## config.mk

```make
export PLATFORM = sky130hd
export DESIGN_NAME = mmu_mac
export DESIGN_NICKNAME = d
export VERILOG_FILES = /design/src/rtl/core/mmu_pkg.sv /design/src/rtl/core/mmu_mac.sv
export SDC_FILE = /design/constraint.sdc
export NUM_CORES = 2
export LEC_CHECK = 0
export BUFFER_PORTS_ARGS = -buffer_cell sky130_fd_sc_hd__buf_2
export CORE_ASPECT_RATIO = 2
export CORE_MARGIN = 5
export CORE_UTILIZATION = 65
export CTS_BUF_LIST = sky130_fd_sc_hd__clkbuf_8
export DETAILED_ROUTE_END_ITERATION = 8
export PLACE_DENSITY = 0.82
export SETUP_SLACK_MARGIN = 0.15
export SLEW_MARGIN = 20
export SYNTH_ARGS = -nofsm -noshare
export SYNTH_HDL_FRONTEND = slang
export SYNTH_SLANG_ARGS = --single-unit
```

## constraint.sdc

```tcl
create_clock -name clock -period 11.9 [get_ports clock]
set_clock_uncertainty 0.2 [all_clocks]
set_input_delay 2.38 -clock clock [delete_from_list [all_inputs] [get_ports clock]]
set_output_delay 2.38 -clock clock [all_outputs]
set_load 0.02 [all_outputs]
```

## src/rtl/core/mmu_pkg.sv

```systemverilog
// Shared types and constants for the Montgomery multiplier unit.
`default_nettype none
package mmu_pkg;
   localparam int WORD_W = 32;
   localparam logic [1:0] KIND_LOAD_MOD  = 2'd0;
   localparam logic [1:0] KIND_LOAD_OPS  = 2'd1;
   localparam logic [1:0] KIND_RUN_MUL   = 2'd2;
   localparam logic [1:0] KIND_RUN_FROM  = 2'd3;
   typedef logic [WORD_W-1:0] word_type;
endpackage
`default_nettype wire

```

## src/rtl/core/mmu_mac.sv

```systemverilog
// Registered multiply-accumulate unit: p = a*b + c + d.
`default_nettype none
module mmu_mac
   import mmu_pkg::*;
(
   input  wire logic                clock,
   input  wire word_type            mul_a,
   input  wire word_type            mul_b,
   input  wire word_type            add_c,
   input  wire word_type            add_d,
   output logic [2*WORD_W-1:0]      prod
);
   logic [2*WORD_W-1:0] prod_ff;
   logic [2*WORD_W-1:0] prod_in;

   // a*b + c + d never exceeds 2^64 - 1.
   assign prod_in = ({{WORD_W{1'b0}}, mul_a} * {{WORD_W{1'b0}}, mul_b})
                  + {{WORD_W{1'b0}}, add_c} + {{WORD_W{1'b0}}, add_d};

   always_ff @(posedge clock) begin
      prod_ff <= prod_in;
   end
   assign prod = prod_ff;
endmodule
`default_nettype wire

```

==> summary.md <==
| Metric | Value |
|---|---|
| Clk buf depth | 2 |
| Cts-stage hold buffer count | 0 |
| Reg clk slew, reported paths | 120 ps |
| Root Driver | clkbuf_8 |
| Fill cells | 4523 |
| Number of flip-flops under the largest register name | 64 |
| Vias in the first global route | 32650 |
| H-tree depth | 3 |
| Hold WC Path Type | in2reg |
| Die W | 177.5 um |
| Worst slew margin | 40.01% |
| DR pass1 iterations | 7 |
| Grt total ovfl | 0 |
| IO buf count | 192 |
| CP Buf/Inv Count | 6 |
| Gp weighted congestion | 1.025 |
| Period minus WS final | 10590 ps |
| 1st-iter DRT viols | 2181 |
| Crit path launch type | primary input |
| CTS-repair resized insts | 0 |
| Final setup fails | 0 |
| Cell variety after synth | 61 |
| Util after Layout | 67.48% |
| CORE AREA | 56020 um^2 |
| Initial Utilization | 65.15% |
| Hold_sp | add_d[0] |
| Final Non-Filler Cells | 4776 |
| All-Layer GR Usage | 41.38% |
| Max Cap Viol | 0 |
| Synth Warn # | 0 |
| Unrepaired setup endpoints after global routing | no |
| Final Cycle Share | 88.95% |
| Num CTS Buffers | 9 |
| Seq. cell area | 1281 um^2 |
| Row count | 123 |
| Post-synthesis average cell area | 9.074 um^2 |
| DRT Wirelength | 122.1 mm |
| ANT nets after route | 0 |
| CP arrival | 10650 ps |
| Share of cells above drive strength 1 | 5.869% |
| Mapped Cells | 4022 |
| Outcome | completed |
| Hold Violations, Final | 0 |
| Layout area overhead | 3.590% |
| Number of synthesized flops with an enable pin | 0 |
| Placed Cells | 4755 |
| Largest net degree at the start of global routing | 33 |
| Critical path type | in2reg |
| WL/cell | 25.57 um |
| Die height | 345.1 um |
| Via/cell ratio | 5.996 |
| FF+latch count, synth | 64 |
| Area of the multi-input gates | 30450 um^2 |
| HPWL after DPL | 95.83 mm |
| Register area share after synthesis | 3.511% |
| Max Fanout on Critical Path | 32 |
| Max-slew violations | 0 |
| Worst path required time | 11960 ps |
| Clock tree from TritonCTS | yes |
| Worst Tran Pin Value | 899.9 ps |
| Crit-path leading delay family | adder cells |
| Final setup TNS | 0 ps |
| Cell mode on critical path | fa_1 |
| Layout net count | 5380 |
| Detailed-route via count | 28640 |
| Fraction of registers with async set/reset | 0% |
| Most used DFF post-synth | dfxtp_1 |
| DRC viols | 0 |
| Crit. Startpoint | mul_a[7] |
| Syn Nets | 5386 |
| CP max stage delay | 820 ps |
| CP endpoint kind | register |
| Slowest CP cell | fa_1 |
| Die area | 61270 um^2 |
| Setup bufs post-CTS | 0 |
| Synthesized area | 36490 um^2 |
| I/O pin count | 193 |
| Sinks on the clock net | 64 |
| Initial antenna violation count | 4 |
| Fmax | 94.47 MHz |
| First-pass GRT wire length | 186.1 mm |
kinds of logic (layout without fill, tap and decap cells):
logic type | after synthesis | after routing | synth area share [%]
flip-flops | 64 | 64 | 3.511
buffers and inverters | 1267 | 1266 | 13.06
AO/OA/AOI/OAI | 219 | 219 | 4.035
AND/OR/NAND/NOR | 1173 | 1173 | 15.78
adder cells (fa/ha/maj) | 1235 | 1235 | 62.07
other | 0 | 5 | 0
XOR/XNOR | 64 | 64 | 1.536
synthesized netlist by cell type, types with 5 or more instances:
library cell	count	share of area [%]
nand4_1	19	0.33
inv_1	1054	11
buf_2	9	0.12
nand2b_1	5	0.086
clkbuf_1	204	2.1
dfxtp_1	64	3.5
xor2_1	26	0.62
and2_1	480	8.2
a211oi_1	5	0.10
nand3_1	10	0.14
o21a_1	6	0.12
o21ai_1	6	0.082
ha_1	276	9.5
o21bai_1	10	0.21
nor2_1	28	0.29
nand2_1	600	6.2
nor3_1	7	0.096
fa_1	959	53
o21ai_0	38	0.52
a21o_1	27	0.56
nor2b_1	6	0.10
xnor2_1	38	0.91
a21oi_1	80	1.1
layout make-up:
| class | instances | area share [%] |
|---|---|---|
| timing repair buffer | 196 | 2.621 |
| multi-input combinational | 2691 | 80.54 |
| antenna | 5 | 0.03310 |
| clock buffer | 9 | 0.3277 |
| sequential | 64 | 3.389 |
| clock inverter | 7 | 0.1456 |
| inverter | 1054 | 10.47 |
| tap | 750 | 2.482 |
final timing paths:
path	to	cells after the start
worst max-delay path	prod[61]	25
worst min-delay path	prod[0]	2
layer usage:
metal  GRT usage (%)  part of all wire [%]
met5          0.2451                 0.016
met4           48.32                    17
met3           11.25                   9.0
met2           68.04                    49
met1           36.89                    25
metrics by stage:
step / setup slack (ps) / hold WS, ps / area [um^2]
5_1_grt: 983.7 / 2004 / 37800
3_5_place_dp: 1319 / 2411 / 37610
2_1_floorplan: 2634 / 2310 / 36490
6_report: 1314 / 1998 / 37800
3_3_place_gp: 1364 / 2410 / 37610
4_1_cts: 1725 / 1993 / 37790
cell usage in the layout (no fill, tap or decap), drive strengths merged, types with 5 or more instances in the layout:
cell type and n:
a21o 28, o21bai 11, diode 5, a21oi 80, ha 276, and2 480
inv 1056, nor2b 6, nor3 10, fa 959, nand3 10, nand4 19
clkbuf 9, o21ai 46, nand2 600, buf 196, nand2b 5, nor2 28
xor2 26, o211ai 6, o21a 6, xnor2 38, dfxtp 64, a31oi 5
a211oi 5
Power is left out: the tool's default activity adds up to more than one toggle a clock period on the data nets, which glitch-free logic cannot reach.
